--- src/hdl/cts_ram.sv ---
// Generic single-write, single-read RAM with registered read data.
`timescale 1ns / 1ps
module cts_ram #(
	parameter int WIDTH = 8,
	parameter int DEPTH = 16
) (
	input  logic                     clk,
	input  logic                     we,
	input  logic [$clog2(DEPTH)-1:0] waddr,
	input  logic [WIDTH-1:0]         wdata,
	input  logic [$clog2(DEPTH)-1:0] raddr,
	output logic [WIDTH-1:0]         rdata
);
	logic [WIDTH-1:0] mem [DEPTH];

	always_ff @(posedge clk) begin
		if (we) begin
			mem[waddr] <= wdata;
		end
		rdata <= mem[raddr];
	end
endmodule

--- config.mk ---
export PLATFORM = sky130hd
export DESIGN_NAME = cts_ram
export DESIGN_NICKNAME = d
export VERILOG_FILES = /design/src/hdl/cts_ram.sv
export SDC_FILE = /design/constraint.sdc
export NUM_CORES = 1
export LEC_CHECK = 0
export ABC_AREA = 1
export BUFFER_PORTS_ARGS = -buffer_cell sky130_fd_sc_hd__buf_2
export CORE_MARGIN = 8
export CORE_UTILIZATION = 40
export CTS_CLUSTER_SIZE = 14
export DETAILED_ROUTE_END_ITERATION = 8
export HOLD_SLACK_MARGIN = 0.08
export MAX_ROUTING_LAYER = met4
export PLACE_DENSITY_LB_ADDON = 0.25
export SYNTH_ARGS = -nofsm -noshare
export SYNTH_HDL_FRONTEND = slang
export SYNTH_SLANG_ARGS = --single-unit
--- constraint.sdc ---
create_clock -name clk -period 1.35 [get_ports clk]
set_input_delay 0.0675 -clock clk [delete_from_list [all_inputs] [get_ports clk]]
set_output_delay 0.0675 -clock clk [all_outputs]
set_load 0.01 [all_outputs]
==> results.py <==
metrics = {
    "power_and_ir_drop": {
        "power_frac_comb": 0.060,
        "p_int_w": 0.00796,
        "power_frac_clock": 0.469,
        "totalPowerFinal_w": 0.0101,
        "pwr-share-seq": 0.471,
        "p_leak_nw": 2.95,
        "vdd_drop_max_uv": 759,
        "switchingPower_w": 0.00213,
        "swShare": 0.211,
        "power.density_nw_per_um2": 1480,
    },
    "yosys": {
        "ys_top_cells_by_count": "173 x nand2_1, 128 x edfxtp_1, 100 x inv_1",
        "yosysTopAreaCellShare": 0.667,
        "yosysSeqAreaShare": 0.694,
        "syn_avg_cell_area_um2": 10.5,
        "yosysMostFrequentCell": "nand2_1",
        "yosys_register_bits": 136,
        "yosysWarnings": 0,
        "synth_edf_count": 128,
        "synthesis.nets": 569,
        "synth_top_cell_by_area": "edfxtp_1",
        "synthTopCellsByArea": "edfxtp_1 67%, nand2_1 11%, nand3_1 8.4%",
        "syn_inst": 551,
        "async_flop_share": 0,
        "synth.distinct_cells": 12,
        "synth.cell_area_um2": 5770,
        "ys.flop_type": "edfxtp_1",
    },
    "floorplan": {
        "initial_core_util": 0.403,
        "die_y_um": 136,
        "pin_count": 26,
        "die_area_um2": 18500,
        "fp.dieW_um": 136,
        "row_count": 44,
        "core_um2": 14300,
    },
    "sta": {
        "hold_viol": 0,
        "rsz0062_at_grt": "false",
        "skew_ns": 0.00495,
        "period_share": 0.778,
        "fin_setup_tns_ns": 0,
        "setup_viol": 0,
        "worst_pin_slew_ns": 0.626,
        "relSlewSlack": 0.582,
        "post-route-min-period_ns": 1.05,
        "fmax_mhz": 952,
        "maxSlewViolCount": 0,
    },
    "worst_hold_path": {
        "hold_end": "mem[5][7]",
        "hold_depth": 1,
        "hp-start": "wdata[7]",
        "hp-class": "input port to register",
    },
    "worst_setup_path": {
        "crit_slowest_cell": "edfxtp_1",
        "cpMostUsedCell": "nand3_1",
        "r2r_cells": 6,
        "max_stage_delay_ns": 0.36,
        "r2r-end": "rdata[2]",
        "end_kind": "register",
        "start_kind": "register",
        "crit_fanout": 1,
        "reg2reg_from": "mem[3][2]",
        "cp_cell_sequence": "inv_1, nand2_1, nand3_1, nand3_1, nand3_1, nand2_1",
        "worstPathRequired_ns": 1.65,
        "path_class": "register to register",
        "reg2reg_setup_slack_ns": 0.30,
        "critPathArrivalTime_ns": 1.35,
    },
    "finish": {
        "diodes": 0,
        "stdcell_count": 796,
        "area_growth_pct": 18.1,
        "drive_gt1_frac": 0.131,
        "finalNetCount": 617,
    },
    "clock_tree": {
        "clockRootBuffer": "clkbuf_16",
        "clockBufferDepth": 2,
        "clk_latency_ns": 0.41,
        "cts_resized": 0,
        "clk_pin_slew_worst_paths_ns": 0.06,
        "cts_buffers": 17,
        "cts_sinks": 136,
        "cts_tree": "yes",
        "h-tree-depth": 4,
    },
    "routing": {
        "firstDrtPassIters": 4,
        "drc": 0,
        "antenna_left": 0,
        "drtIter0Drc": 415,
        "vias_per_cell": 4.81,
        "vias": 3832,
        "wl_per_cell_um": 16.8,
        "drt_wl_total_um": 13400,
    },
    "placed_design": {
        "dp_hpwl_um": 8170,
        "gp_congestion": 0.789,
        "dp_cells": 760,
        "port_buffers": 25,
    },
    "outcome": {
        "status": "complete, no violations",
    },
    "grt": {
        "grt_pass1_wl_um": 21000,
        "grt_max_degree": 65,
        "grt_usage": 0.159,
        "grt-ovfl-total": 0,
        "grt_pass1_vias": 3729,
        "antenna_found_initial": 0,
    },
    "flow_run": {
        "max_cap_violations": 0,
    },
}
## per-stage QoR
step | area [um^2] | setup slack, ns | util | hold slack [ns]
6_report | 6810 | 0.299 | 0.476 | 0.0944
2_1_floorplan | 5770 | 0.332 | - | 0.166
3_5_place_dp | 6160 | 0.115 | 0.430 | 0.436
3_3_place_gp | 6160 | 0.107 | 0.430 | 0.432
5_1_grt | 6810 | 0.196 | 0.476 | 0.108
4_1_cts | 6790 | 0.301 | 0.474 | 0.0810
## final cells by class
class,instances,area [um^2]
clock inverters,15,184
clock buffers,17,425
well taps,184,230
inverters,102,383
multi-input cells,289,1210
repair buffers,53,370
flip-flops and latches,136,4000
fillers,1328,7500
## registers in the layout, indices dropped and copies added, names as in the netlist
register and count:
mem 128, rdata 8
## what timing repair did
action / CTS / global route
buffers inserted: 0 / 0
hold buffers: 2 / 2
endpoints found under the hold margin: 24 / 7
## layer usage
metal / up-vias / global-route usage / routed length, um
met5: - / - / 0
met4: 0 / 0.0494 / 177
met1: 1853 / 0.204 / 6200
met2: 92 / 0.244 / 6380
li1: 1868 / - / -
met3: 19 / 0.0370 / 618
## power by group through the flow
| stage | combinational, W | sequential [W] | clock, W |
|---|---|---|---|
| floorplan | 0.000333 | 0.00484 | 0 |
| global placement | 0.000592 | 0.00484 | 0 |
| detailed placement | 0.000600 | 0.00484 | 0 |
| CTS | 0.000609 | 0.00475 | 0.00479 |
| global route | 0.000677 | 0.00476 | 0.00498 |
| finish | 0.000605 | 0.00475 | 0.00473 |
## logic make-up after synthesis
kind of cell | synth area share
simple gates | 0.210
flops | 0.694
buf+inv | 0.0952
## worst max-delay path: cells and delay by family (launching register included)
kind                   cells  cell delay (ns)
buffers and inverters      1             0.07
AND/OR/NAND/NOR            5             0.51
flip-flops                 1             0.36
## cells in the final DEF (no fill, tap or decap)
| cell type | Yosys | final |
|---|---|---|
| clkbuf_16 | 0 | 17 |
| bufinv_16 | 0 | 4 |
| buf_4 | 4 | 22 |
| edfxtp_1 | 128 | 128 |
| clkinv_1 | 0 | 3 |
| nand3_1 | 97 | 97 |
| nand2_1 | 173 | 173 |
| inv_1 | 100 | 100 |
| dlygate4sd3_1 | 0 | 4 |
| nand3b_1 | 2 | 2 |
| clkinv_2 | 0 | 3 |
| buf_12 | 0 | 2 |
| clkinvlp_4 | 0 | 5 |
| buf_2 | 13 | 25 |
| nor2_1 | 17 | 17 |
| inv_2 | 2 | 2 |
| dfxtp_1 | 8 | 8 |
## how the worst max path moves through the flow
stage / start / end / slack (ns) / cells past startpoint
detailed placement: raddr[2] / rdata[1] / 0.12 / 5
finish: mem[3][2] / rdata[2] / 0.30 / 6
floorplan: waddr[2] / mem[10][0] / 0.33 / 2
global placement: raddr[2] / rdata[1] / 0.11 / 5
CTS: mem[3][2] / rdata[2] / 0.30 / 6
global route: mem[3][2] / rdata[2] / 0.20 / 6
No activity file was read; power rests on OpenSTA's default activity.
