===== config.mk =====
export PLATFORM = sky130hd
export DESIGN_NAME = cts_fifo
export DESIGN_NICKNAME = d
export VERILOG_FILES = /design/src/hdl/cts_fifo.sv
export SDC_FILE = /design/constraint.sdc
export NUM_CORES = 1
export LEC_CHECK = 0
export BUFFER_PORTS_ARGS = -buffer_cell sky130_fd_sc_hd__buf_2
export CAP_MARGIN = 5
export CORE_UTILIZATION = 40
export DETAILED_ROUTE_END_ITERATION = 7
export PLACE_DENSITY = 0.66
export REMOVE_ABC_BUFFERS = 1
export SKIP_LAST_GASP = 1
export SLEW_MARGIN = 20
export SYNTH_ARGS = -nofsm -noshare
export SYNTH_HDL_FRONTEND = slang
export SYNTH_SLANG_ARGS = --single-unit

===== constraint.sdc =====
create_clock -name clk -period 1.85 [get_ports clk]
set_clock_uncertainty 0.15 [all_clocks]
set_input_delay 0.555 -clock clk [delete_from_list [all_inputs] [get_ports clk]]
set_output_delay 0.555 -clock clk [all_outputs]
set_load 0.02 [all_outputs]

===== src/hdl/cts_fifo.sv =====
// Two-entry queue carrying solve jobs from the loader to the solver.
`timescale 1ns / 1ps
module cts_fifo #(
	parameter int WIDTH = 8
) (
	input  logic             clk,
	input  logic             arst_n,
	input  logic             push,
	input  logic [WIDTH-1:0] push_data,
	input  logic             pop,
	output logic             not_empty,
	output logic [WIDTH-1:0] head
);
	logic [WIDTH-1:0] slot_q [2];
	logic       wr_q, rd_q;
	logic [1:0] cnt_q;

	assign not_empty = (cnt_q != 2'd0);
	assign head = slot_q[rd_q];

	// pointer and count update; a push into a full queue is dropped
	always_ff @(posedge clk or negedge arst_n) begin
		if (!arst_n) begin
			wr_q <= 1'b0;
			rd_q <= 1'b0;
			cnt_q <= 2'd0;
		end else begin
			if (push && cnt_q != 2'd2) begin
				wr_q <= ~wr_q;
			end
			if (pop && not_empty) begin
				rd_q <= ~rd_q;
			end
			cnt_q <= cnt_q + {1'b0, push && cnt_q != 2'd2} - {1'b0, pop && not_empty};
		end
	end

	always_ff @(posedge clk) begin
		if (push && cnt_q != 2'd2) begin
			slot_q[wr_q] <= push_data;
		end
	end
endmodule


==> results of run 1 <==
## worst paths after layout
| check | slack [ps] | endpoint | startpoint |
|---|---|---|---|
| worst max-delay path | -130 | head[4] | rd_q |
| worst min-delay path | 300 | slot_q[0][1] | push_data[1] |
| worst max register to register | 80 | cnt_q[1] | cnt_q[1] |
| worst min register to register | 360 | wr_q | wr_q |
| max in group asynchronous | 980 | rd_q | arst_n |
| min in group asynchronous | 440 | wr_q | arst_n |
## layout by cell type, fill, tap and decap left out
cell type	count
mux2_2	8
edfxtp_1	16
ha_4	2
dfrtp_1	3
nor2_1	2
clkbuf_4	3
dlygate4sd3_1	1
xnor2_1	2
dfrtp_2	1
inv_1	2
buf_2	12
buf_6	10
clkinv_1	1
and2_4	1
xor2_1	1
inv_2	1
o21ai_2	1
buf_4	5
xnor2_2	1
or2_4	1
## routing by layer
layer,share of wire,global-route usage
met5,0,0
met2,0.55,0.2306
met3,0.060,0.03922
met1,0.38,0.1276
met4,0.0077,0.05294
## power by group through the flow
stage	logic, µW	clock network (µW)	registers, µW
2_1_floorplan	405	0	703
5_1_grt	957	217	687
4_1_cts	826	202	677
3_5_place_dp	586	0	720
6_report	886	197	677
3_3_place_gp	576	0	718
## area by class of cell
class | instances | share of cell area
flip-flops and latches | 20 | 0.5351
clock buffers | 3 | 0.02071
multi-input cells | 19 | 0.1991
repair buffers | 28 | 0.2025
clock inverters | 1 | 0.003452
well taps | 25 | 0.02877
inverters | 3 | 0.01036
## metrics by stage
step | total power (µW) | setup WS, ps | TNS, ps
after CTS | 1705 | -135.7 | -1011
after global placement | 1294 | 17.56 | 0
final | 1759 | -130.1 | -954.2
after floorplan | 1108 | 34.98 | 0
after global routing | 1860 | -179.6 | -1341
after detailed placement | 1307 | 32.27 | 0
## worst reg2reg max path, delay by kind of cell (launching register included)
family / cells / cell delay, ps
simple gates: 2 / 420
fa+ha+maj: 2 / 400
xor+xnor: 2 / 290
buf+inv: 1 / 30
flops: 1 / 400
## state kept, by name, summed over array words and instances (netlist names)
name,cells
slot_q,16
rd_q,1
cnt_q,2
wr_q,1
## kinds of logic (layout without fill, tap and decap cells)
| family | Yosys count | in the layout | share of synthesized area |
|---|---|---|---|
| fa+ha+maj | 2 | 2 | 0.03179 |
| mux | 8 | 8 | 0.1145 |
| buf+inv | 4 | 35 | 0.02861 |
| xor+xnor | 4 | 4 | 0.04452 |
| compound gates | 1 | 1 | 0.01113 |
| flops | 20 | 20 | 0.7377 |
| simple gates | 4 | 4 | 0.03180 |
## what timing repair did
item / in CTS / in global routing
gates resized for setup: 21 / 5
cloned: 0 / 0
pin swaps: 0 / 2
setup endpoints to repair: 9 / 9
hold endpoints to repair: 4 / 0
setup buffers: 4 / 0
hold buffers: 1 / 0
==> summary.md, run 1 <==
| Metric | Value |
|---|---|
| First-pass GRT wire length | 1.745 mm |
| Max_slew headroom | 0.8182 |
| Psw | 564.2 µW |
| Clk_lat worst skew | 280 ps |
| Clock-pin transition on the worst setup and hold timing paths | 100 ps |
| Mapped Cells | 43 |
| Worst EP required | 1140 ps |
| Fin cells | 99 |
| Unique cell type count in the Yosys netlist | 12 |
| Ys Warns | 0 |
| Cells after DPL | 90 |
| Hold/Removal Path Class | in2reg |
| Number of cells on the worst hold path | 1 |
| DR iter-0 viols | 6 |
| CTS tree | yes |
| Residual DRC | 0 |
| Finished Cell Area | 1087 µm² |
| Cell chain of the critical path | buf_6 > mux2_2 > buf_6 |
| Core Area | 1783 µm² |
| Die Ht | 46.36 µm |
| Most frequent cell after synthesis | edfxtp_1 |
| Number of global-route vias before repair | 430 |
| Crit share post-route | 1.070 |
| Cell count of the worst reg-to-reg path | 7 |
| Synth area leaders | edfxtp_1, dfrtp_1, mux2_2, xnor2_1, ha_1 |
| Asr flop ratio synth | 0.2000 |
| WL/cell | 11.77 µm |
| Final worst slack | -130.1 ps |
| Worst-margin pin slew | 272.6 ps |
| Vias per inst | 4.576 |
| Number of core rows | 15 |
| Leak | 0.0004373 µW |
| Synthesis-to-layout area growth | 38.16% |
| Max Cap Viol | 0 |
| GR Util All Layers | 0.1254 |
| Initial Utilization | 0.4414 |
| PwrDens | 1618 nW/µm² |
| CTS Root Cell | clkbuf_4 |
| Avg Inst Size Synth | 18.30 µm² |
| Reg area | 581.8 µm² |
| Placed inst area | 929.6 µm² |
| Clock Tree Buf Depth | 2 |
| Clk sinks | 20 |
| Worst path arrival time | 1280 ps |
| Total CTS buffers | 3 |
| Status | finished with violations |
| Die area | 2149 µm² |
| Synth Register Bits | 20 |
| VDD IR max | 800.9 µV |
| Via count | 453 |
| Slowest CP cell | dfrtp_2 |
| Setup Viol. Count Final | 8 |
| Largest net degree at the start of global routing | 12 |
| Number of flops mapped to enable cells by yosys | 16 |
| Port bufs | 20 |
| Synthesized area | 787.0 µm² |
| Prevailing post-synth register cell | edfxtp_1 |
| NumNets Final | 89 |
| Dominant cell type by area after synthesis | edfxtp_1 |
| DRT antenna net count | 0 |
| RSZ-0062 raised after global routing | true |
| Sequential Power Share | 0.385 |
| Post-synthesis sequential area ratio | 0.7377 |
| Stages on the worst setup path | 3 |
| Slowest stage delay, CP | 390 ps |
| Max FO, Critical Path | 5 |
| Crit end category | output pin |
| Synth top area share | 0.6105 |
| Fill cells | 147 |
| Antenna diode count | 0 |
| Worst setup SP type | flop |
| Dpl hpwl | 788.2 µm |
| P_int | 1195 µW |
| CTS H-tree depth | 1 |
| Die span in x | 46.36 µm |
| Fin. Hold Viols | 0 |
| Combinational fraction of design power | 0.504 |
| Initial antenna violation count | 0 |
| Finished Core Util | 0.6098 |
| Hold WS | 302.8 ps |
| Top cell by count, worst path | buf_6 |
| Min Tclk post-route | 1980 ps |
| Share of layout cells above drive strength 1 | 0.6216 |
| GPL Wtd Cong | 0.5969 |
| Bufs and invs on worst path | 2 |
| WL final | 1.165 mm |
| Worst Path Class, Setup | reg2out |
| Gr ovfl total | 0 |
| Area of the multi-input gates | 216.5 µm² |
| Slew Viols, Final | 0 |
| Most frequent cells after synthesis | edfxtp_1, mux2_2, dfrtp_1 |
| Failing checks | negative setup slack |
| I/O pins | 21 |
| Delay-heaviest family, CP | flip-flops |
| Fmax | 505.0 MHz |
| Switching portion of total power | 0.3206 |
| Drt pass-1 iters | 3 |
| Clock power share | 0.112 |
Power figures use the tool's default switching activity.
==> run 2, diff against run 1 <==
--- a/config.mk
+++ b/config.mk
@@ -9,7 +9,7 @@
 export CAP_MARGIN = 5
 export CORE_UTILIZATION = 40
 export DETAILED_ROUTE_END_ITERATION = 7
-export PLACE_DENSITY = 0.66
+export PLACE_DENSITY = 0.7
 export REMOVE_ABC_BUFFERS = 1
 export SKIP_LAST_GASP = 1
 export SLEW_MARGIN = 20
==> summary.md, run 2 (synthesized netlist as in run 1, its figures left out) <==
| Metric | Value |
|---|---|
| Leak | 0.0004467 µW (+2.1%) |
| Sequential Power Share | 0.386 (about the same) |
| CTS tree | yes |
| NumNets Final | 91 (+2.2%) |
| Port bufs | 20 (unchanged) |
| Die area | 2149 µm² (unchanged) |
| Clk_lat worst skew | 290 ps (about the same) |
| Most common cell after layout, fill and taps aside | edfxtp_1 |
| Fin. Hold Viols | 0 (unchanged) |
| Synthesis-to-layout area growth | 38.79% |
| Core Area | 1783 µm² (unchanged) |
| Clock Tree Buf Depth | 2 (unchanged) |
| Fill cells | 143 (-2.7%) |
| Worst setup SP type | flop |
| Worst EP required | 1140 ps (about the same) |
| Top cell by count, worst path | buf_6 |
| Most frequent cells in the layout | edfxtp_1, buf_2, buf_6, mux2_2, buf_4 |
| Biggest registers after layout | slot_q x16, cnt_q x2 |
| CTS Root Cell | clkbuf_4 |
| Number of global-route vias before repair | 434 (+0.93%) |
| Residual DRC | 0 (unchanged) |
| Psw | 560.0 µW (-0.73%) |
| Via count | 466 (+2.9%) |
| Switching portion of total power | 0.3183 (-0.002386) |
| Die Ht | 46.36 µm (unchanged) |
| Worst path arrival time | 1270 ps (about the same) |
| Slowest CP cell | dfrtp_2 |
| GPL Wtd Cong | 0.6410 (+7.4%) |
| CTS H-tree depth | 1 (unchanged) |
| RSZ-0062 raised after global routing | true |
| Max Cap Viol | 0 (unchanged) |
| Hold/Removal Path Class | in2reg |
| Slew Viols, Final | 0 (unchanged) |
| VDD IR max | 797.9 µV (-0.37%) |
| Antenna diode count | 0 (unchanged) |
| Worst-margin pin slew | 272.3 ps (-0.2844 ps) |
| WL final | 1.201 mm (+3.1%) |
| Place WS | -0.9728 ps (-33.24 ps) |
| P_int | 1200 µW (+0.36%) |
| Setup Viol. Count Final | 8 (unchanged) |
| Initial Utilization | 0.4414 (unchanged) |
| Worst Path Class, Setup | reg2out |
| Clock-pin transition on the worst setup and hold timing paths | 100 ps (about the same) |
| Status | finished with violations |
| Max_slew headroom | 0.8184 (about the same) |
| Largest net degree at the start of global routing | 12 (unchanged) |
| I/O pins | 21 (unchanged) |
| Clock power share | 0.115 (+0.003) |
| Cell chain of the critical path | buf_6 > mux2_2 > buf_6 |
| Crit share post-route | 1.069 (-0.001755) |
| Fmax | 505.9 MHz (+0.16%) |
| Dpl hpwl | 790.3 µm (+0.27%) |
| WL/cell | 11.89 µm (+1.0%) |
| R2r startpoint | cnt_q[1] |
| Initial antenna violation count | 0 (unchanged) |
| Crit end category | output pin |
| Max FO, Critical Path | 5 (unchanged) |
| Min Tclk post-route | 1977 ps (-3.246 ps) |
| Combinational fraction of design power | 0.499 (-0.005) |
| Total CTS buffers | 3 (unchanged) |
| Hold_sp | push_data[2] |
| Drt pass-1 iters | 4 (+1) |
| Max FFs per register | 16 (unchanged) |
| PwrDens | 1611 nW/µm² (-0.45%) |
| Setup_tns | -927.6 ps (+26.53 ps) |
| GR Util All Layers | 0.1197 (-0.005677) |
| Share of layout cells above drive strength 1 | 0.6184 (-0.003201) |
| DRT antenna net count | 0 (unchanged) |
| Failing checks | negative setup slack |
| Gr ovfl total | 0 (unchanged) |
| Number of core rows | 15 (unchanged) |
| Clk sinks | 20 (unchanged) |
| Slowest stage delay, CP | 390 ps (about the same) |
| Final worst slack | -126.8 ps (+3.246 ps) |
| Top reg by flops | slot_q |
| DR iter-0 viols | 2 (-4) |
| First-pass GRT wire length | 1.718 mm (-1.5%) |
| Die span in x | 46.36 µm (unchanged) |
| Critical Path Start | rd_q |
| Vias per inst | 4.614 (+0.83%) |
[run 2: cell types whose count changed in the layout (fill, tap and decap cells not counted)]
cell | before | now
buf_4 | 5 | 7
clkbuf_1 | 0 | 1
clkinv_1 | 1 | 0
ha_2 | 0 | 1
ha_4 | 2 | 1
inv_1 | 2 | 3
inv_2 | 1 | 0
[run 2: layout make-up]
cell class | count | area, µm² | area share
repair buffers | 30 | 235.2 | 0.2153
clock buffers | 4 | 26.28 | 0.02405
inverters | 3 | 11.26 | 0.01031
well taps | 25 | 31.28 | 0.02864
multi-input cells | 19 | 206.4 | 0.1890
flip-flops and latches | 20 | 581.8 | 0.5326
[run 2: repair_timing]
| item | 4_1_cts | 5_1_grt |
|---|---|---|
| endpoints found under the setup margin | 9 | 9 |
| pin swaps | 2 | 4 |
| setup buffers | 3 | 0 |
| hold endpoints to repair | 4 | 0 |
| gates resized for setup | 22 | 1 |
| hold buffers | 1 | 0 |
[run 2: worst paths after layout]
path                                 to  depth (start not counted)  slack [ps]
max in group asynchronous          rd_q                          2         980
min in group asynchronous      cnt_q[0]                          2         440
min                        slot_q[0][2]                          1         300
min reg2reg                        wr_q                          1         360
max reg2reg                    cnt_q[1]                          7          50
max                             head[0]                          3        -130
[run 2: worst max-delay path, delay by kind of cell, from the launching register on]
| family | cells | cell delay (ps) |
|---|---|---|
| buffers and inverters | 2 | 250 |
| DFF | 1 | 390 |
| muxes | 1 | 340 |
[run 2: per-layer routing]
metal	share of wire	wire length (µm)	global-route usage
met2	0.53	637	0.2056
met5	0	0	0
met4	0	0	0.05294
met1	0.43	514	0.1355
met3	0.041	49	0.03529
[run 2: power groups by stage]
stage / clock, µW / sequential, µW / combinational (µW)
floorplan: 0 / 703 / 405
global placement: 0 / 714 / 610
detailed placement: 0 / 716 / 622
CTS: 213 / 679 / 863
global route: 219 / 692 / 942
finish: 203 / 679 / 877
[run 2: per-stage QoR]
| stage | utilization | power, µW | instance area (µm²) | cells | hold slack [ps] |
|---|---|---|---|---|---|
| 6_report | 0.6126 | 1760 | 1092 | 101 | 297.6 |
| 3_5_place_dp | 0.5340 | 1338 | 952.2 | 93 | 214.0 |
| 2_1_floorplan | - | 1108 | 775.7 | 42 | 109.4 |
| 4_1_cts | 0.6056 | 1755 | 1080 | 101 | 287.4 |
| 5_1_grt | 0.6126 | 1853 | 1092 | 101 | 290.0 |
| 3_3_place_gp | 0.5340 | 1324 | 952.2 | 93 | 214.1 |
