**config.mk**
```make
export PLATFORM = sky130hd
export DESIGN_NAME = cts_front
export DESIGN_NICKNAME = d
export VERILOG_FILES = /design/src/hdl/cts_pkg.sv /design/src/hdl/cts_front.sv
export SDC_FILE = /design/constraint.sdc
export NUM_CORES = 1
export LEC_CHECK = 0
export ABC_AREA = 1
export BUFFER_PORTS_ARGS = -buffer_cell sky130_fd_sc_hd__buf_2
export CAP_MARGIN = 20
export CORE_AREA = 8 8 200 202
export CTS_BUF_LIST = sky130_fd_sc_hd__clkbuf_4 sky130_fd_sc_hd__clkbuf_8
export CTS_CLUSTER_SIZE = 30
export DETAILED_ROUTE_END_ITERATION = 12
export DIE_AREA = 0 0 208 210
export PLACE_DENSITY = 0.33
export SYNTH_ARGS = -nofsm -noshare
export SYNTH_HDL_FRONTEND = slang
export SYNTH_SLANG_ARGS = --single-unit
```
**constraint.sdc**
```tcl
create_clock -name clk -period 2.5 [get_ports clk]
set_input_delay 0.25 -clock clk [delete_from_list [all_inputs] [get_ports clk]]
set_output_delay 0.25 -clock clk [all_outputs]
set_load 0.02 [all_outputs]
```
**src/hdl/cts_pkg.sv**
```systemverilog
// Shared types, constants and saturating helpers for the coupled tridiagonal solver.
`timescale 1ns / 1ps
package cts_pkg;

	localparam int DEF_MAX_EQUATIONS = 64;
	localparam int DEF_FRACTION_BITS = 16;
	localparam int DW = 32;
	localparam int ROW_IDX_W = 6;

	localparam logic signed [DW-1:0] SMAX = {1'b0, {(DW-1){1'b1}}};
	localparam logic signed [DW-1:0] SMIN = {1'b1, {(DW-1){1'b0}}};

	// One input row as it arrives
	typedef struct packed {
		logic signed [DW-1:0] a_coef;
		logic signed [DW-1:0] b_coef;
		logic signed [DW-1:0] c_coef;
		logic signed [DW-1:0] d_coef;
		logic signed [DW-1:0] e_coef;
		logic signed [DW-1:0] f_coef;
		logic signed [DW-1:0] g_coef;
		logic signed [DW-1:0] h_coef;
		logic                 coupled;
		logic                 last_row;
	} in_t;

	// One result row
	typedef struct packed {
		logic [ROW_IDX_W-1:0] row_index;
		logic signed [DW-1:0] solution;
		logic signed [DW-1:0] other_solution;
		logic                 has_other;
		logic                 divide_fault;
		logic                 last_result;
	} out_t;

	// One stored row of the equation memory
	typedef struct packed {
		logic signed [DW-1:0] a;
		logic signed [DW-1:0] b;
		logic signed [DW-1:0] c;
		logic signed [DW-1:0] d;
		logic signed [DW-1:0] e;
		logic signed [DW-1:0] f;
		logic signed [DW-1:0] g;
		logic signed [DW-1:0] h;
		logic                 cpl;
	} row_t;

	localparam int ROW_W = $bits(row_t);

	// Saturated value with overflow flag
	typedef struct packed {
		logic signed [DW-1:0] v;
		logic                 ovf;
	} sres_t;

	function automatic sres_t sat_sub(logic signed [DW-1:0] p, logic signed [DW-1:0] q);
		logic signed [DW:0] s;
		sres_t r;
		s = {p[DW-1], p} - {q[DW-1], q};
		r.ovf = (s[DW] != s[DW-1]);
		r.v = r.ovf ? (s[DW] ? SMIN : SMAX) : s[DW-1:0];
		return r;
	endfunction

	function automatic sres_t sat_neg(logic signed [DW-1:0] p);
		sres_t r;
		r.ovf = (p == SMIN);
		r.v = r.ovf ? SMAX : -p;
		return r;
	endfunction

	function automatic sres_t sat_wide(logic signed [2*DW-1:0] x);
		sres_t r;
		r.ovf = !((&x[2*DW-1:DW-1]) || !(|x[2*DW-1:DW-1]));
		r.v = r.ovf ? (x[2*DW-1] ? SMIN : SMAX) : x[DW-1:0];
		return r;
	endfunction

endpackage

```
**src/hdl/cts_front.sv**
```systemverilog
// Loader: stores incoming rows and queues a solve job when the last row arrives.
`timescale 1ns / 1ps
module cts_front
	import cts_pkg::*;
#(
	parameter int MAX_EQUATIONS = DEF_MAX_EQUATIONS
) (
	input  logic                             clk,
	input  logic                             arst_n,
	input  logic                             accept,
	input  in_t                              item,
	output logic                             wr_en,
	output logic [$clog2(MAX_EQUATIONS)-1:0] wr_addr,
	output row_t                             wr_row,
	output logic                             job_push,
	output logic [$clog2(MAX_EQUATIONS+1):0] job_data
);
	localparam int AW = $clog2(MAX_EQUATIONS);
	localparam int CW = $clog2(MAX_EQUATIONS + 1);

	logic [CW-1:0] count_q;
	logic          fault_q;
	logic          full;
	logic [CW-1:0] n_next;

	assign full = (count_q == CW'(MAX_EQUATIONS));
	assign n_next = full ? count_q : count_q + CW'(1);

	assign wr_en = accept && !full;
	assign wr_addr = count_q[AW-1:0];
	assign wr_row = '{a: item.a_coef, b: item.b_coef, c: item.c_coef, d: item.d_coef,
		e: item.e_coef, f: item.f_coef, g: item.g_coef, h: item.h_coef, cpl: item.coupled};

	// job: row count and fault so far (a dropped row counts as a fault)
	assign job_push = accept && item.last_row;
	assign job_data = {n_next, fault_q | full};

	always_ff @(posedge clk or negedge arst_n) begin
		if (!arst_n) begin
			count_q <= '0;
			fault_q <= 1'b0;
		end else if (accept) begin
			if (item.last_row) begin
				count_q <= '0;
				fault_q <= 1'b0;
			end else begin
				count_q <= n_next;
				fault_q <= fault_q | full;
			end
		end
	end
endmodule

```
==> results of run 1 <==
==> per-layer routing <==
metal  up-vias  global-route usage
li1        290                   -
met1       336              0.0237
met2       240              0.0521
met3       126              0.0484
met4         0              0.0477
met5         -                   0
==> cell type report <==
| class | instances | area, um2 |
|---|---|---|
| repair buffers | 20 | 105 |
| inverters | 15 | 56.3 |
| well taps | 474 | 593 |
| fillers | 4440 | 35700 |
| clock buffers | 3 | 41.3 |
| multi-input cells | 56 | 284 |
| flip-flops and latches | 8 | 200 |
==> power by group through the flow <==
stage / Clock, uW / Combinational [uW] / Sequential, uW
2_1_floorplan: 0 / 665 / 145
3_3_place_gp: 0 / 109 / 147
3_5_place_dp: 0 / 107 / 147
4_1_cts: 171 / 109 / 145
5_1_grt: 176 / 113 / 146
6_report: 161 / 102 / 145
==> synthesized netlist by cell type <==
cell,number,area share
ha_1,2,0.0099
o21ai_0,1,0.0020
dfrtp_1,8,0.080
nand3_1,7,0.014
xor2_1,1,0.0035
nand2_2,1,0.0025
and2_1,2,0.0050
inv_2,5,0.0075
nor2_8,1,0.0080
o21ai_1,5,0.0099
a21oi_1,2,0.0040
nand3_2,1,0.0040
nor2_1,5,0.0075
nand2_1,27,0.040
buf_4,263,0.79
inv_1,10,0.015
nor2_2,1,0.0025
==> flip-flops by register name, indices dropped and copies added, names as in the netlist <==
register / cells
count_q: 7
fault_q: 1
==> path summary, 6_finish.rpt <==
kind                            startpoint     endpoint  slack (ps)  depth (start not counted)
worst max-delay path            count_q[0]  job_data[1]         650                          8
worst min-delay path                accept   count_q[2]         330                          2
worst max register to register  count_q[0]   count_q[4]        1250                          8
worst min register to register  count_q[6]   count_q[6]         530                          2
max in group asynchronous           arst_n   count_q[6]        1890                          2
min in group asynchronous           arst_n   count_q[2]         410                          2
==> worst max-delay path, stage by stage (launching register included) <==
cell     delay [ps]
dfrtp_1         440
inv_1           100
ha_1            140
nand2_1          70
inv_2            50
nand3_2         100
nand2_1         100
and2_1          180
buf_2           190
==> kinds of logic after synthesis <==
logic type | after synthesis
AO/OA/AOI/OAI | 8
XOR/XNOR | 1
adder cells (fa/ha/maj) | 2
buffers and inverters | 278
flip-flops | 8
AND/OR/NAND/NOR | 45
==> stage by stage <==
stage | cells | util | hold WS (ps) | area (um2) | total power (uW)
finish | 576 | 0.0346 | 326 | 1280 | 407
CTS | 576 | 0.0346 | 324 | 1280 | 425
floorplan | 342 | - | -45.6 | 2510 | 809
global route | 576 | 0.0346 | 359 | 1280 | 435
global placement | 572 | 0.0332 | 131 | 1230 | 255
detailed placement | 572 | 0.0332 | 131 | 1230 | 254
==> impl_metrics.tcl, run 1 <==
set metrics [dict create \
    synthMuxAreaShare 0 \
    port_buffers 19 \
    crit_required_ps 2250 \
    setup_tns_ps 0 \
    area_delta_synth_final_pct -49.1 \
    met3_length_mm 2.59 \
    grt.total_usage 0.0392 \
    ys_ff_latch 8 \
    core-area_um2 37000 \
    cts-htree-levels 1 \
    hold_viol 0 \
    cp-start-kind "flip-flop" \
    seq_power_share 0.356 \
    cellPowerDensity_nw_per_um2 318 \
    cts_root_buf "clkbuf_8" \
    nets 367 \
    die_x_um 208 \
    p_leak_uw 0.000416 \
    drt.antenna.violating_nets 0 \
    routabilityCongestion 0.687 \
    die_y_um 210 \
    clock-sinks 8 \
    dp_slack_ps 834 \
    wl_mm 9.44 \
    cts_tree "yes" \
    drt_iter0_drc 49 \
    vias 992 \
    clock_power_share 0.395 \
    netlist_area_um2 2510 \
    clkLatencyLatePin_ps 230 \
    start_util 0.0681 \
    grt_pass1_wl_mm 11.2 \
    clkTransAtPathRegs_ps 40 \
    finClkSkew_ps 2.19 \
    ir_drop_mv 0.170 \
    cts_hold_buf 1 \
    vias_per_cell 1.72 \
    drv_cap 0 \
    status "finished, final reports clean" \
    synth_top_family_by_area "buffers and inverters" \
    fmax_ghz 0.540 \
    die_area_um2 43700 \
    drc_errors 0 \
    synth_fa_ha_area_frac 0.00995 \
    grt_pass1_vias 1130 \
    setup_viol_count_final 0 \
    layout_commonest_cell "nand2_1" \
    p_comb_frac 0.250 \
    cp-end-kind "output pin" \
    dp_hpwl_mm 8.16 \
    intPower_uw 269 \
    slew_viol_final 0 \
    grt_max_degree 9 \
    fin_crit_ps 1850 \
    io_pins 534 \
    yosys_warnings 0 \
    grt_overflow 0 \
    synth-compound-area-share 0.0159 \
    worstMarginPinSlew_ps 239 \
    syn-num-nets 605 \
    final_cell_mix "27 x nand2_1, 19 x buf_2, 10 x inv_1, 8 x dfrtp_1, 7 x nand3_1" \
    yosysSeqAreaShare 0.0796 \
    firstDrtPassIters 4 \
    cts_buffers 3 \
    maxSlewHeadroom 0.840 \
    synthXorXnorAreaFrac 0.00348 \
    cts_setup_buffers 0 \
    yosysUniqueCellTypes 17 \
    setup_ws_ps 648 \
    wl_per_cell_um 16.4 \
    synth.avg_cell_area_um2 7.35 \
    hp-class "in2reg" \
    switchingPower_uw 139 \
    synthSimpleGateAreaFrac 0.0836 \
    top_layer_used "met4" \
    netlist_instances 342 \
    ctsResizeCount 0 \
    antenna_cells 0 \
    switching_share 0.340 \
    rsz0062_at_grt "false" \
    path_max_fanout 7 \
    cp.arrival_ps 1600 \
    clock_path_buffers 2 \
    dr_wl_met2_mm 3.67 \
    m1WireLength_mm 2.03 \
    antenna_found_initial 0 \
    criticalPathCategory "reg2out" \
    period_share 0.741 \
    drive_gt1_frac 0.304 \
    rows 71 \
]
Note: power is estimated with default switching activity, not from simulation.
==> inputs of run 2 (changes only) <==
Settings changed: ABC_AREA 1 to 0, CORE_AREA 8 8 200 202 to 8 8 202 204, DIE_AREA 0 0 208 210 to 0 0 210 212.
Clock period 2.5 ns to 1.9 ns, I/O delays scaled along.
==> impl_metrics.tcl, run 2 <==
set metrics [dict create \
    synth_edf_count 0 \
    drv_cap 0 \
    crit_required_ps 1710 \
    setup_viol_count_final 0 \
    layoutNonFillerInstCount 608 \
    slew_viol_final 0 \
    synth_most_common_cell "buf_4" \
    reg2reg_from "count_q[1]" \
    wl_per_cell_um 16.0 \
    grt_overflow 0 \
    port_buffers 19 \
    clock-sinks 8 \
    path_buf_inv 2 \
    die_x_um 210 \
    p_leak_uw 0.000450 \
    max_flop_register "count_q" \
    cts-htree-levels 1 \
    drc_errors 0 \
    nets 355 \
    routabilityCongestion 0.658 \
    finClkSkew_ps 3.06 \
    drt.antenna.violating_nets 0 \
    vias_per_cell 1.63 \
    cp-start-kind "flip-flop" \
    die_y_um 212 \
    yosys_warnings 0 \
    netlist_instances 325 \
    clkTransAtPathRegs_ps 50 \
    netlist_area_um2 2530 \
    yosysSeqAreaShare 0.0792 \
    fin_util 0.0383 \
    seq_area_um2 200 \
    yosysTopAreaCell "buf_4" \
    antenna_cells 0 \
    synthTopCellsByCount "263 x buf_4, 8 x dfrtp_1, 4 x nand2_1, 4 x o21ai_0" \
    core-area_um2 37900 \
    rsz0062_at_grt "true" \
    grt.total_usage 0.0399 \
    cts_buffers 3 \
    area_delta_synth_final_pct -42.5 \
    maxSlewHeadroom 0.793 \
    layout_commonest_cell "buf_2" \
    drive_gt1_frac 0.489 \
    grt_max_degree 12 \
    worstMarginPinSlew_ps 311 \
    criticalPathCategory "reg2out" \
    r2r-end "count_q[2]" \
    hp-class "in2reg" \
    start_util 0.0666 \
    antenna_found_initial 0 \
    clkLatencyLatePin_ps 230 \
    cp_slowest_cell "or3_4" \
    yosysUniqueCellTypes 31 \
    crit_family "simple AND/OR/NAND/NOR gates" \
    path_max_fanout 6 \
    yosysTopAreaCellShare 0.782 \
    grt_pass1_vias 1090 \
    dp_hpwl_mm 8.42 \
    clock_path_buffers 2 \
    firstDrtPassIters 3 \
    status "finished, final reports clean" \
    netlist_top_cells_area "buf_4 78%, dfrtp_1 7.9%, xnor2_1 1.0%" \
    holdPathStages 2 \
    cts_tree "yes" \
    synthFlopType "dfrtp_1" \
    finalInstanceArea_um2 1450 \
    worstPathCellList "inv_2 -> ha_4 -> nand4bb_1 -> or3_4 -> xnor2_2 -> buf_4" \
    place_inst 601 \
    rows 72 \
    regToRegSetupSlack_ps 330 \
    final_cell_mix "15 x buf_2, 11 x buf_4, 8 x dfrtp_1, 4 x nand2_1, 4 x o21ai_0" \
    synth.avg_cell_area_um2 7.77 \
    fin_crit_ps 1840 \
    ir_drop_mv 0.132 \
    hold_start "accept" \
    top_regs "count_q x7, fault_q x1" \
    drt_iter0_drc 58 \
    synthArstFlopShare 1.00 \
    vias 994 \
    cts_root_buf "clkbuf_8" \
    multi_input_area_um2 350 \
    ys_ff_latch 8 \
    syn-num-nets 588 \
    io_pins 534 \
    crit_path_max_incr_delay_ps 400 \
    grt_pass1_wl_mm 11.7 \
    worstHoldEndpoint "count_q[1]" \
    fmax_ghz 0.542 \
    cp.arrival_ps 1650 \
    r2r_cells 6 \
    largest_reg_flops 7 \
    fill_cells 4517 \
    cellPowerDensity_nw_per_um2 396 \
    hold_viol 0 \
    cp-end-kind "output pin" \
    dpl_cell_area_um2 1320 \
    wl_mm 9.74 \
    die_area_um2 44500 \
    period_share 0.970 \
]
## run 2: layout make-up
type / count / area share
repair buffers: 30 / 0.139
inverters: 3 / 0.00775
well taps: 518 / 0.446
flip-flops and latches: 8 / 0.138
multi-input cells: 46 / 0.241
clock buffers: 3 / 0.0284
## run 2: worst max-delay path by stage
stage | from | endpoint | depth (start not counted)
after floorplan | count_q[0] | job_data[1] | 6
after global placement | count_q[1] | wr_en | 6
after detailed placement | count_q[1] | job_data[1] | 6
after CTS | count_q[1] | wr_en | 6
after global routing | count_q[0] | job_data[1] | 6
final | count_q[1] | job_data[1] | 6
## run 2: power breakdown
part / internal (uW) / switching (uW) / leakage [uW]
logic: 73.1 / 99.4 / 0.000319
registers: 179 / 8.26 / 0.000110
clock network: 138 / 77.3 / 0.0000216
total: 391 / 185 / 0.000450
## run 2: per-stage QoR
stage	power [uW]	setup slack, ps	hold slack (ps)	setup TNS (ps)
floorplan	1070	116	-106	0
global placement	337	201	63.3	0
detailed placement	335	149	63.8	0
CTS	573	-14.2	331	-21.6
global route	608	-34.1	362	-51.0
finish	576	56.4	324	0
## run 2: timing repair
action | CTS | global route
pin swaps | 1 | 4
buffers inserted | 3 | 0
hold endpoints to repair | 8 | 0
hold buffers | 1 | 0
gates resized for setup | 7 | 11
endpoints found under the setup margin | 4 | 5
gates cloned | 0 | 0
## run 2: kinds of logic (layout without fill, tap and decap cells)
logic type,count (synthesis),count (layout),share of synthesized area
AND/OR/NAND/NOR,26,26,0.0604
XOR/XNOR,6,6,0.0208
AO/OA/AOI/OAI,12,12,0.0317
buffers and inverters,271,36,0.798
flip-flops,8,8,0.0792
adder cells (fa/ha/maj),2,2,0.00990
## run 2: per-layer routing
| layer | up-vias | wire length, um | track usage |
|---|---|---|---|
| met1 | 340 | 1320 | 0.0147 |
| met4 | 2 | 920 | 0.0396 |
| met5 | - | 89 | 0.0144 |
| met3 | 127 | 3090 | 0.0600 |
| met2 | 250 | 4320 | 0.0595 |
| li1 | 275 | - | - |
