### src/hdl/cts_pkg.sv
// Shared types, constants and saturating helpers for the coupled tridiagonal solver.
`timescale 1ns / 1ps
package cts_pkg;

	localparam int DEF_MAX_EQUATIONS = 64;
	localparam int DEF_FRACTION_BITS = 16;
	localparam int DW = 32;
	localparam int ROW_IDX_W = 6;

	localparam logic signed [DW-1:0] SMAX = {1'b0, {(DW-1){1'b1}}};
	localparam logic signed [DW-1:0] SMIN = {1'b1, {(DW-1){1'b0}}};

	// One input row as it arrives
	typedef struct packed {
		logic signed [DW-1:0] a_coef;
		logic signed [DW-1:0] b_coef;
		logic signed [DW-1:0] c_coef;
		logic signed [DW-1:0] d_coef;
		logic signed [DW-1:0] e_coef;
		logic signed [DW-1:0] f_coef;
		logic signed [DW-1:0] g_coef;
		logic signed [DW-1:0] h_coef;
		logic                 coupled;
		logic                 last_row;
	} in_t;

	// One result row
	typedef struct packed {
		logic [ROW_IDX_W-1:0] row_index;
		logic signed [DW-1:0] solution;
		logic signed [DW-1:0] other_solution;
		logic                 has_other;
		logic                 divide_fault;
		logic                 last_result;
	} out_t;

	// One stored row of the equation memory
	typedef struct packed {
		logic signed [DW-1:0] a;
		logic signed [DW-1:0] b;
		logic signed [DW-1:0] c;
		logic signed [DW-1:0] d;
		logic signed [DW-1:0] e;
		logic signed [DW-1:0] f;
		logic signed [DW-1:0] g;
		logic signed [DW-1:0] h;
		logic                 cpl;
	} row_t;

	localparam int ROW_W = $bits(row_t);

	// Saturated value with overflow flag
	typedef struct packed {
		logic signed [DW-1:0] v;
		logic                 ovf;
	} sres_t;

	function automatic sres_t sat_sub(logic signed [DW-1:0] p, logic signed [DW-1:0] q);
		logic signed [DW:0] s;
		sres_t r;
		s = {p[DW-1], p} - {q[DW-1], q};
		r.ovf = (s[DW] != s[DW-1]);
		r.v = r.ovf ? (s[DW] ? SMIN : SMAX) : s[DW-1:0];
		return r;
	endfunction

	function automatic sres_t sat_neg(logic signed [DW-1:0] p);
		sres_t r;
		r.ovf = (p == SMIN);
		r.v = r.ovf ? SMAX : -p;
		return r;
	endfunction

	function automatic sres_t sat_wide(logic signed [2*DW-1:0] x);
		sres_t r;
		r.ovf = !((&x[2*DW-1:DW-1]) || !(|x[2*DW-1:DW-1]));
		r.v = r.ovf ? (x[2*DW-1] ? SMIN : SMAX) : x[DW-1:0];
		return r;
	endfunction

endpackage

### src/hdl/cts_div.sv
// Iterative fixed-point divider: (num << FRAC) / den, truncating, saturating.
`timescale 1ns / 1ps
module cts_div
	import cts_pkg::*;
#(
	parameter int FRAC = DEF_FRACTION_BITS
) (
	input  logic                 clk,
	input  logic                 arst_n,
	input  logic                 start,
	input  logic signed [DW-1:0] num,
	input  logic signed [DW-1:0] den,
	output logic                 busy,
	output logic                 done,
	output logic signed [DW-1:0] quo,
	output logic                 fault
);
	localparam int QW = DW + FRAC;
	localparam int CW = $clog2(QW + 1);

	logic [QW-1:0] sh_q;
	logic [DW-1:0] rem_q;
	logic [DW-1:0] den_q;
	logic [CW-1:0] cnt_q;
	logic          neg_q;
	logic          busy_q, done_q;
	logic signed [DW-1:0] quo_q;
	logic          flt_q;

	logic [DW-1:0] num_mag, den_mag;
	logic [DW:0]   trial;
	logic          ge;

	assign num_mag = num[DW-1] ? DW'(-num) : DW'(num);
	assign den_mag = den[DW-1] ? DW'(-den) : DW'(den);
	assign trial = {rem_q, sh_q[QW-1]};
	assign ge = (trial >= {1'b0, den_q});

	assign busy = busy_q;
	assign done = done_q;
	assign quo = quo_q;
	assign fault = flt_q;

	// one quotient bit per cycle, then sign and saturation
	always_ff @(posedge clk or negedge arst_n) begin
		if (!arst_n) begin
			busy_q <= 1'b0;
			done_q <= 1'b0;
			cnt_q <= '0;
		end else begin
			done_q <= 1'b0;
			if (start && !busy_q) begin
				if (den == '0) begin
					done_q <= 1'b1;
				end else begin
					busy_q <= 1'b1;
					cnt_q <= CW'(QW);
				end
			end else if (busy_q) begin
				if (cnt_q == '0) begin
					busy_q <= 1'b0;
					done_q <= 1'b1;
				end else begin
					cnt_q <= cnt_q - CW'(1);
				end
			end
		end
	end

	always_ff @(posedge clk) begin
		if (start && !busy_q) begin
			flt_q <= (den == '0);
			if (den == '0) begin
				quo_q <= (num == '0) ? '0 : (num[DW-1] ? SMIN : SMAX);
			end
			sh_q <= QW'(num_mag) << FRAC;
			rem_q <= '0;
			den_q <= den_mag;
			neg_q <= num[DW-1] ^ den[DW-1];
		end else if (busy_q) begin
			if (cnt_q == '0) begin
				if (!neg_q) begin
					if ((sh_q >> (DW - 1)) != '0) begin
						quo_q <= SMAX;
						flt_q <= 1'b1;
					end else begin
						quo_q <= sh_q[DW-1:0];
					end
				end else begin
					if (sh_q > QW'(33'h0_8000_0000)) begin
						quo_q <= SMIN;
						flt_q <= 1'b1;
					end else begin
						quo_q <= -sh_q[DW-1:0];
					end
				end
			end else begin
				rem_q <= ge ? DW'(trial - {1'b0, den_q}) : trial[DW-1:0];
				sh_q <= {sh_q[QW-2:0], ge};
			end
		end
	end
endmodule

### src/hdl/cts_back.sv
// Solver sequencer: forward pass, backward pass with division, then result readout.
`timescale 1ns / 1ps
module cts_back
	import cts_pkg::*;
#(
	parameter int MAX_EQUATIONS = DEF_MAX_EQUATIONS,
	parameter int FRACTION_BITS = DEF_FRACTION_BITS
) (
	input  logic                             clk,
	input  logic                             arst_n,
	input  logic                             job_valid,
	input  logic [$clog2(MAX_EQUATIONS+1):0] job_data,
	output logic                             job_pop,
	output logic                             active,
	output logic [$clog2(MAX_EQUATIONS)-1:0] mem_addr,
	input  row_t                             mem_rd,
	output logic                             mem_we,
	output row_t                             mem_wr,
	output logic                             result_valid,
	output out_t                             result
);
	localparam int AW = $clog2(MAX_EQUATIONS);
	localparam int CW = $clog2(MAX_EQUATIONS + 1);
	localparam int NS = 30;

	typedef enum logic [NS-1:0] {
		ST_IDLE   = NS'(1) << 0,
		ST_F_RD   = NS'(1) << 1,
		ST_F_LAT  = NS'(1) << 2,
		ST_P_DIV  = NS'(1) << 3,
		ST_P_M1   = NS'(1) << 4,
		ST_P_A1   = NS'(1) << 5,
		ST_P_M2   = NS'(1) << 6,
		ST_P_A2   = NS'(1) << 7,
		ST_P_M3   = NS'(1) << 8,
		ST_P_A3   = NS'(1) << 9,
		ST_FW_DIV = NS'(1) << 10,
		ST_FW_M1  = NS'(1) << 11,
		ST_FW_A1  = NS'(1) << 12,
		ST_FW_M2  = NS'(1) << 13,
		ST_FW_A2  = NS'(1) << 14,
		ST_F_WR   = NS'(1) << 15,
		ST_B_RD   = NS'(1) << 16,
		ST_B_LAT  = NS'(1) << 17,
		ST_BK_DIV = NS'(1) << 18,
		ST_BK_M   = NS'(1) << 19,
		ST_BK_A   = NS'(1) << 20,
		ST_X_DIV  = NS'(1) << 21,
		ST_Y_M1   = NS'(1) << 22,
		ST_Y_A1   = NS'(1) << 23,
		ST_Y_M2   = NS'(1) << 24,
		ST_Y_A2   = NS'(1) << 25,
		ST_Y_DIV  = NS'(1) << 26,
		ST_B_WR   = NS'(1) << 27,
		ST_O_RD   = NS'(1) << 28,
		ST_O_EMIT = NS'(1) << 29
	} state_t;

	state_t state_q;
	logic [AW-1:0] idx_q;
	logic [CW-1:0] n_q;
	logic          fault_q;

	// current row and carried neighbor values
	logic signed [DW-1:0] ra_q, rb_q, rc_q, rd_q, re_q, rf_q, rg_q, rh_q;
	logic                 cpl_q;
	logic signed [DW-1:0] pb_q, pc_q, pd_q;
	logic signed [DW-1:0] nb_q, nd_q, nx_q;
	logic signed [DW-1:0] k_q, rx_q, ry_q, rt_q;
	logic signed [2*DW-1:0] prod_q;

	logic is_last, is_div, div_start, div_busy, div_done, div_flt, other;
	logic signed [DW-1:0] div_num, div_den, div_quo;
	logic signed [DW-1:0] mop_a, mop_b, sub_lhs;
	logic signed [2*DW-1:0] prod_sh;
	sres_t negk, mres, sres;

	assign is_last = (CW'(idx_q) + CW'(1) == n_q);
	assign other = cpl_q && !is_last;
	assign active = (state_q != ST_IDLE);
	assign job_pop = (state_q == ST_IDLE) && job_valid;
	assign mem_addr = idx_q;

	// operand selection for the shared multiplier and divider
	assign negk = sat_neg(k_q);
	assign prod_sh = prod_q >>> FRACTION_BITS;
	assign mres = sat_wide(prod_sh);
	assign sres = sat_sub(sub_lhs, mres.v);

	always_comb begin
		mop_a = k_q;
		mop_b = re_q;
		div_num = rc_q;
		div_den = rf_q;
		sub_lhs = rb_q;
		unique case (state_q)
			ST_P_M2:  begin mop_a = negk.v; mop_b = rg_q; end
			ST_P_M3:  mop_b = rh_q;
			ST_FW_M1: mop_b = pc_q;
			ST_FW_M2: mop_b = pd_q;
			ST_BK_M:  mop_b = nd_q;
			ST_Y_M1:  begin mop_a = re_q; mop_b = rx_q; end
			ST_Y_M2:  begin mop_a = rg_q; mop_b = nx_q; end
			ST_FW_DIV: begin div_num = ra_q; div_den = pb_q; end
			ST_BK_DIV: begin div_num = rc_q; div_den = nb_q; end
			ST_X_DIV:  begin div_num = rd_q; div_den = rb_q; end
			ST_Y_DIV:  begin div_num = rt_q; div_den = rf_q; end
			ST_P_A3, ST_FW_A2, ST_BK_A: sub_lhs = rd_q;
			ST_Y_A1: sub_lhs = rh_q;
			ST_Y_A2: sub_lhs = rt_q;
			default: ;
		endcase
	end

	assign is_div = (state_q == ST_P_DIV) || (state_q == ST_FW_DIV) ||
		(state_q == ST_BK_DIV) || (state_q == ST_X_DIV) || (state_q == ST_Y_DIV);
	assign div_start = is_div && !div_busy && !div_done;

	cts_div #(.FRAC(FRACTION_BITS)) u_div (
		.clk   (clk),
		.arst_n(arst_n),
		.start (div_start),
		.num   (div_num),
		.den   (div_den),
		.busy  (div_busy),
		.done  (div_done),
		.quo   (div_quo),
		.fault (div_flt)
	);

	// write-back of a row
	always_comb begin
		mem_we = (state_q == ST_F_WR) || (state_q == ST_B_WR);
		mem_wr = '{a: ra_q, b: rb_q, c: rc_q, d: rd_q, e: re_q, f: rf_q, g: rg_q,
			h: rh_q, cpl: cpl_q};
		if (state_q == ST_B_WR) begin
			mem_wr.d = rx_q;
			mem_wr.h = other ? ry_q : '0;
			mem_wr.cpl = other;
		end
	end

	// result readout
	assign result_valid = (state_q == ST_O_EMIT);
	assign result = '{row_index: ROW_IDX_W'(idx_q), solution: mem_rd.d,
		other_solution: mem_rd.h, has_other: mem_rd.cpl, divide_fault: fault_q,
		last_result: is_last};

	// control sequence
	always_ff @(posedge clk or negedge arst_n) begin
		if (!arst_n) begin
			state_q <= ST_IDLE;
			idx_q <= '0;
			n_q <= '0;
			fault_q <= 1'b0;
		end else begin
			unique case (state_q)
				ST_IDLE: if (job_valid) begin
					n_q <= job_data[CW:1];
					fault_q <= job_data[0];
					idx_q <= '0;
					state_q <= ST_F_RD;
				end
				ST_F_RD: state_q <= ST_F_LAT;
				ST_F_LAT: begin
					if (mem_rd.cpl && !is_last) state_q <= ST_P_DIV;
					else if (idx_q != '0) state_q <= ST_FW_DIV;
					else state_q <= ST_F_WR;
				end
				ST_P_DIV: if (div_done) begin
					fault_q <= fault_q | div_flt;
					state_q <= ST_P_M1;
				end
				ST_P_M1: state_q <= ST_P_A1;
				ST_P_A1: begin
					fault_q <= fault_q | mres.ovf | sres.ovf;
					state_q <= ST_P_M2;
				end
				ST_P_M2: begin
					fault_q <= fault_q | negk.ovf;
					state_q <= ST_P_A2;
				end
				ST_P_A2: begin
					fault_q <= fault_q | mres.ovf;
					state_q <= ST_P_M3;
				end
				ST_P_M3: state_q <= ST_P_A3;
				ST_P_A3: begin
					fault_q <= fault_q | mres.ovf | sres.ovf;
					state_q <= (idx_q != '0) ? ST_FW_DIV : ST_F_WR;
				end
				ST_FW_DIV: if (div_done) begin
					fault_q <= fault_q | div_flt;
					state_q <= ST_FW_M1;
				end
				ST_FW_M1: state_q <= ST_FW_A1;
				ST_FW_A1: begin
					fault_q <= fault_q | mres.ovf | sres.ovf;
					state_q <= ST_FW_M2;
				end
				ST_FW_M2: state_q <= ST_FW_A2;
				ST_FW_A2: begin
					fault_q <= fault_q | mres.ovf | sres.ovf;
					state_q <= ST_F_WR;
				end
				ST_F_WR: begin
					if (is_last) begin
						state_q <= ST_B_RD;
					end else begin
						idx_q <= idx_q + AW'(1);
						state_q <= ST_F_RD;
					end
				end
				ST_B_RD: state_q <= ST_B_LAT;
				ST_B_LAT: state_q <= is_last ? ST_X_DIV : ST_BK_DIV;
				ST_BK_DIV: if (div_done) begin
					fault_q <= fault_q | div_flt;
					state_q <= ST_BK_M;
				end
				ST_BK_M: state_q <= ST_BK_A;
				ST_BK_A: begin
					fault_q <= fault_q | mres.ovf | sres.ovf;
					state_q <= ST_X_DIV;
				end
				ST_X_DIV: if (div_done) begin
					fault_q <= fault_q | div_flt;
					state_q <= other ? ST_Y_M1 : ST_B_WR;
				end
				ST_Y_M1: state_q <= ST_Y_A1;
				ST_Y_A1: begin
					fault_q <= fault_q | mres.ovf | sres.ovf;
					state_q <= ST_Y_M2;
				end
				ST_Y_M2: state_q <= ST_Y_A2;
				ST_Y_A2: begin
					fault_q <= fault_q | mres.ovf | sres.ovf;
					state_q <= ST_Y_DIV;
				end
				ST_Y_DIV: if (div_done) begin
					fault_q <= fault_q | div_flt;
					state_q <= ST_B_WR;
				end
				ST_B_WR: begin
					if (idx_q == '0) begin
						state_q <= ST_O_RD;
					end else begin
						idx_q <= idx_q - AW'(1);
						state_q <= ST_B_RD;
					end
				end
				ST_O_RD: state_q <= ST_O_EMIT;
				ST_O_EMIT: begin
					if (is_last) begin
						state_q <= ST_IDLE;
					end else begin
						idx_q <= idx_q + AW'(1);
						state_q <= ST_O_RD;
					end
				end
				default: state_q <= ST_IDLE;
			endcase
		end
	end

	// datapath registers
	always_ff @(posedge clk) begin
		unique case (state_q)
			ST_F_LAT, ST_B_LAT: begin
				ra_q <= mem_rd.a;
				rb_q <= mem_rd.b;
				rc_q <= mem_rd.c;
				rd_q <= mem_rd.d;
				re_q <= mem_rd.e;
				rf_q <= mem_rd.f;
				rg_q <= mem_rd.g;
				rh_q <= mem_rd.h;
				cpl_q <= (state_q == ST_F_LAT) ? (mem_rd.cpl && !is_last) : mem_rd.cpl;
			end
			ST_P_DIV, ST_FW_DIV, ST_BK_DIV: if (div_done) k_q <= div_quo;
			ST_X_DIV: if (div_done) rx_q <= div_quo;
			ST_Y_DIV: if (div_done) ry_q <= div_quo;
			ST_P_M1, ST_P_M2, ST_P_M3, ST_FW_M1, ST_FW_M2, ST_BK_M, ST_Y_M1, ST_Y_M2:
				prod_q <= mop_a * mop_b;
			ST_P_A1, ST_FW_A1: rb_q <= sres.v;
			ST_P_A2: rc_q <= mres.v;
			ST_P_A3, ST_FW_A2, ST_BK_A: rd_q <= sres.v;
			ST_Y_A1, ST_Y_A2: rt_q <= sres.v;
			ST_F_WR: begin
				pb_q <= rb_q;
				pc_q <= rc_q;
				pd_q <= rd_q;
			end
			ST_B_WR: begin
				nb_q <= rb_q;
				nd_q <= rd_q;
				nx_q <= rx_q;
			end
			default: ;
		endcase
	end
endmodule

### config.mk
export PLATFORM = sky130hd
export DESIGN_NAME = cts_back
export DESIGN_NICKNAME = d
export VERILOG_FILES = /design/src/hdl/cts_pkg.sv /design/src/hdl/cts_div.sv /design/src/hdl/cts_back.sv
export SDC_FILE = /design/constraint.sdc
export NUM_CORES = 2
export LEC_CHECK = 0
export BUFFER_PORTS_ARGS = -buffer_cell sky130_fd_sc_hd__clkbuf_2
export CORE_UTILIZATION = 45
export CTS_CLUSTER_DIAMETER = 80
export DETAILED_ROUTE_END_ITERATION = 6
export MAX_ROUTING_LAYER = met4
export PLACE_DENSITY = 0.72
export SYNTH_ARGS = -nofsm -noshare
export SYNTH_HDL_FRONTEND = slang
export SYNTH_HIERARCHICAL = 1
export SYNTH_SLANG_ARGS = --single-unit
### constraint.sdc
create_clock -name clk -period 11.8 [get_ports clk]
set_input_delay 0 -clock clk [delete_from_list [all_inputs] [get_ports clk]]
set_output_delay 0 -clock clk [all_outputs]
set_load 0.005 [all_outputs]
==> results.py <==
metrics = {
    "floorplan": {
        "die_x_um": 412.0,
        "rows": 150,
        "die_height_um": 412.0,
        "initial_core_util_pct": 45.28,
        "ios": 608,
        "design.die.area_um2": 169700,
        "core_um2": 167000,
    },
    "synthesis": {
        "yosysTopAreaCellShare_pct": 28.71,
        "yosysSeqAreaShare_pct": 31.70,
        "async_reset_ff_share_pct": 6.318,
        "yosysWarnings": 6,
        "synth_top_area_cell": "edfxtp_1",
        "synth_fp_nets": 9079,
        "avgSynthCellArea_um2": 10.12,
        "synthTopCellsByArea": "edfxtp_1, fa_1, inv_1",
        "synth_cell_types": 87,
        "syn_area_um2": 75630,
        "ys_seq_elements": 823,
        "synthCells": 7471,
        "synth_edf_count": 723,
        "ys.flop_type": "edfxtp_1",
    },
    "critical_path": {
        "cp-start-kind": "flip-flop",
        "worstPathMaxFanout": 4,
        "arrival_ns": 11.85,
        "reg2reg_depth": 38,
        "path_buf_inv": 9,
        "cp_num_cells": 38,
        "critical_path.most_common_cell": "fa_1",
        "required_ns": 12.27,
        "critical_path.top_delay_family": "adder cells",
        "crit_path_end_kind": "flip-flop",
        "slowest_delay_ns": 0.58,
        "cp_slowest_cell": "fa_1",
        "crit_type": "reg2reg",
    },
    "grt": {
        "grtUsageTotal_pct": 36.81,
        "grt_pass1_vias": 64050,
        "grt_overflow": 0,
        "grt_pass1_wl_um": 436700,
        "grt_max_degree": 94,
        "antenna_found_initial": 24,
    },
    "status": {
        "status": "finished with violations",
        "violations": "design-rule violations",
    },
    "placed_design": {
        "port-buffer-count": 607,
        "gp_congestion": 1.053,
        "dp_hpwl_um": 241200,
    },
    "clock_network": {
        "path_clk_slew_ns": 0.07,
        "tritoncts": "built",
        "clk_latency_ns": 0.79,
        "cts_sinks": 823,
        "cts_max_level": 3,
        "clockBufferDepth": 3,
        "numCtsBuffers": 90,
        "clockRootBuffer": "clkbuf_16",
    },
    "detailed_routing": {
        "via_per_inst": 5.975,
        "drc": 16,
        "drt_iter0_drc": 8546,
        "dr.pass1.iters": 7,
        "ant_nets": 0,
        "wl_um": 303900,
        "avgRoutedWirePerCell_um": 28.13,
        "vias": 64560,
    },
    "finish": {
        "layout.nets": 10120,
        "syn2layout_area_growth_pct": 19.56,
        "largest_registers": "prod_q: 48 flops, u_div/sh_q: 48 flops",
        "drive_gt1_share_pct": 15.17,
    },
    "sta": {
        "worst_slew_pin_slew_ns": 1.354,
        "period_minus_slack_ns": 11.38,
        "hold_slack_ns": 0.05364,
        "hold_viol": 0,
        "setup_viol": 0,
        "slew_violations": 0,
        "rsz0062_at_grt": "yes",
        "finalCritPeriodShare_pct": 96.45,
        "relSlewSlack_pct": 9.751,
        "max_freq_mhz": 87.87,
        "fin_worst_skew_ns": 0.07697,
    },
    "job": {
        "maxCapViolCount": 0,
    },
    "min_path": {
        "whs_path_depth": 4,
        "hp-class": "in2reg",
    },
}
-- layout by cell type, fill, tap and decap left out, types with 27 or more instances in the layout --
cell type      instances
and2_1                45
nand2b_1              61
a222oi_1              96
nand4_1               37
nand3_1               65
buf_4                323
clkbuf_2             607
nor3_1                67
a31oi_1               39
o31ai_1               38
nor2b_1               56
inv_1               1105
dfxtp_1               48
dfrtp_1               51
or2_2                 27
a22o_1                75
edfxtp_1             723
dlygate4sd3_1        424
mux2_2                50
fa_1                1082
xnor2_1              110
o21ai_1               35
a21o_1                72
o21ai_0              238
xor2_1                84
ha_1                 256
buf_12                44
nor2_1               755
o21a_1                35
nand2_1              899
clkbuf_16             90
or3_1                 50
a21oi_1              345
a22oi_1               58
-- logic make-up (layout without fill, tap and decap cells) --
| logic type | after synthesis | count (layout) | share of synthesized area, % |
|---|---|---|---|
| fa+ha+maj | 1345 | 1345 | 32.99 |
| buf+inv | 1560 | 2680 | 8.153 |
| other cells | 0 | 10 | 0 |
| simple gates | 2225 | 2225 | 12.96 |
| compound gates | 1252 | 1252 | 10.91 |
| flops | 823 | 823 | 31.70 |
| mux | 72 | 72 | 1.036 |
| xor+xnor | 194 | 194 | 2.247 |
-- layer usage --
metal | track usage (%) | share of wire (%) | vias to the layer above
met1 | 47.69 | 38 | 32620
met2 | 54.22 | 44 | 4336
met5 | - | 0 | -
met3 | 8.933 | 12 | 881
li1 | - | - | 26730
met4 | 17.64 | 6.0 | 0
-- repair_timing --
action,in CTS,in global routing
gates cloned,0,0
pin swaps,1,6
gates resized for setup,0,39
setup buffers,2,4
hold buffers,424,0
endpoints found under the setup margin,7,23
hold endpoints to repair,323,0
-- tightest hold or removal path, stage by stage --
cell and delay [ns]:
dlygate4sd3_1 0.52, clkbuf_2 0.09, nand2_1 0.05, o21ai_0 0.06
-- cell usage after synthesis, types with 23 or more instances --
library cell     n
o21ai_1         44
o21bai_1        27
and2_1          48
a21oi_1        358
ha_1           256
inv_1         1109
nor2b_1         57
edfxtp_1       723
nor3_1          76
a21o_1          72
nand2b_1        61
nor2_1         762
dfrtp_1         51
a22o_1          75
xor2_1          84
or3_1           55
nand2_1        900
buf_1           39
and3_1          23
buf_4           73
a31oi_1         40
dfxtp_1         48
o31ai_1         39
clkbuf_1       327
a222oi_1        96
nand3_1         66
nand4_1         37
or2_2           27
nor4_1          29
a22oi_1         58
o21a_1          36
fa_1          1084
xnor2_1        110
mux2_2          50
o21ai_0        244
-- per-stage QoR --
step / cells / setup TNS, ns / util, % / setup WS (ns) / area (µm²)
2_1_floorplan: 7471 / 0 / - / 0.2210 / 75630
3_3_place_gp: 10200 / -0.04712 / 49.69 / -0.04712 / 83000
3_5_place_dp: 10200 / -0.2439 / 49.69 / -0.1151 / 83000
4_1_cts: 10790 / 0 / 54.01 / 0.07603 / 90210
5_1_grt: 10800 / -0.1082 / 54.13 / -0.05008 / 90420
6_report: 10810 / 0 / 54.14 / 0.4192 / 90430
-- path summary, 6_finish.rpt --
kind	startpoint	endpoint	slack [ns]
min in group asynchronous	arst_n	u_div/busy	0.54
max reg2reg	k_q[0]	prod_q[60]	0.42
min	mem_rd[194]	rb_q[1]	0.05
min reg2reg	u_div/rem_q[31]	u_div/rem_q[31]	0.47
max in group asynchronous	arst_n	state_q[17]	10.64
max	k_q[0]	prod_q[60]	0.42
-- area by class of cell --
class | instances | area [µm²]
clock buffer | 120 | 2405
tap | 2204 | 2758
sequential | 823 | 23970
multi-input combinational | 5088 | 45910
timing repair buffer | 1401 | 10620
inverter | 1112 | 4189
fill | 14410 | 76610
antenna | 10 | 25.02
clock inverter | 47 | 543.0
Power is left out: the tool's default activity adds up to more than one toggle a clock period on the data nets, which glitch-free logic cannot reach.
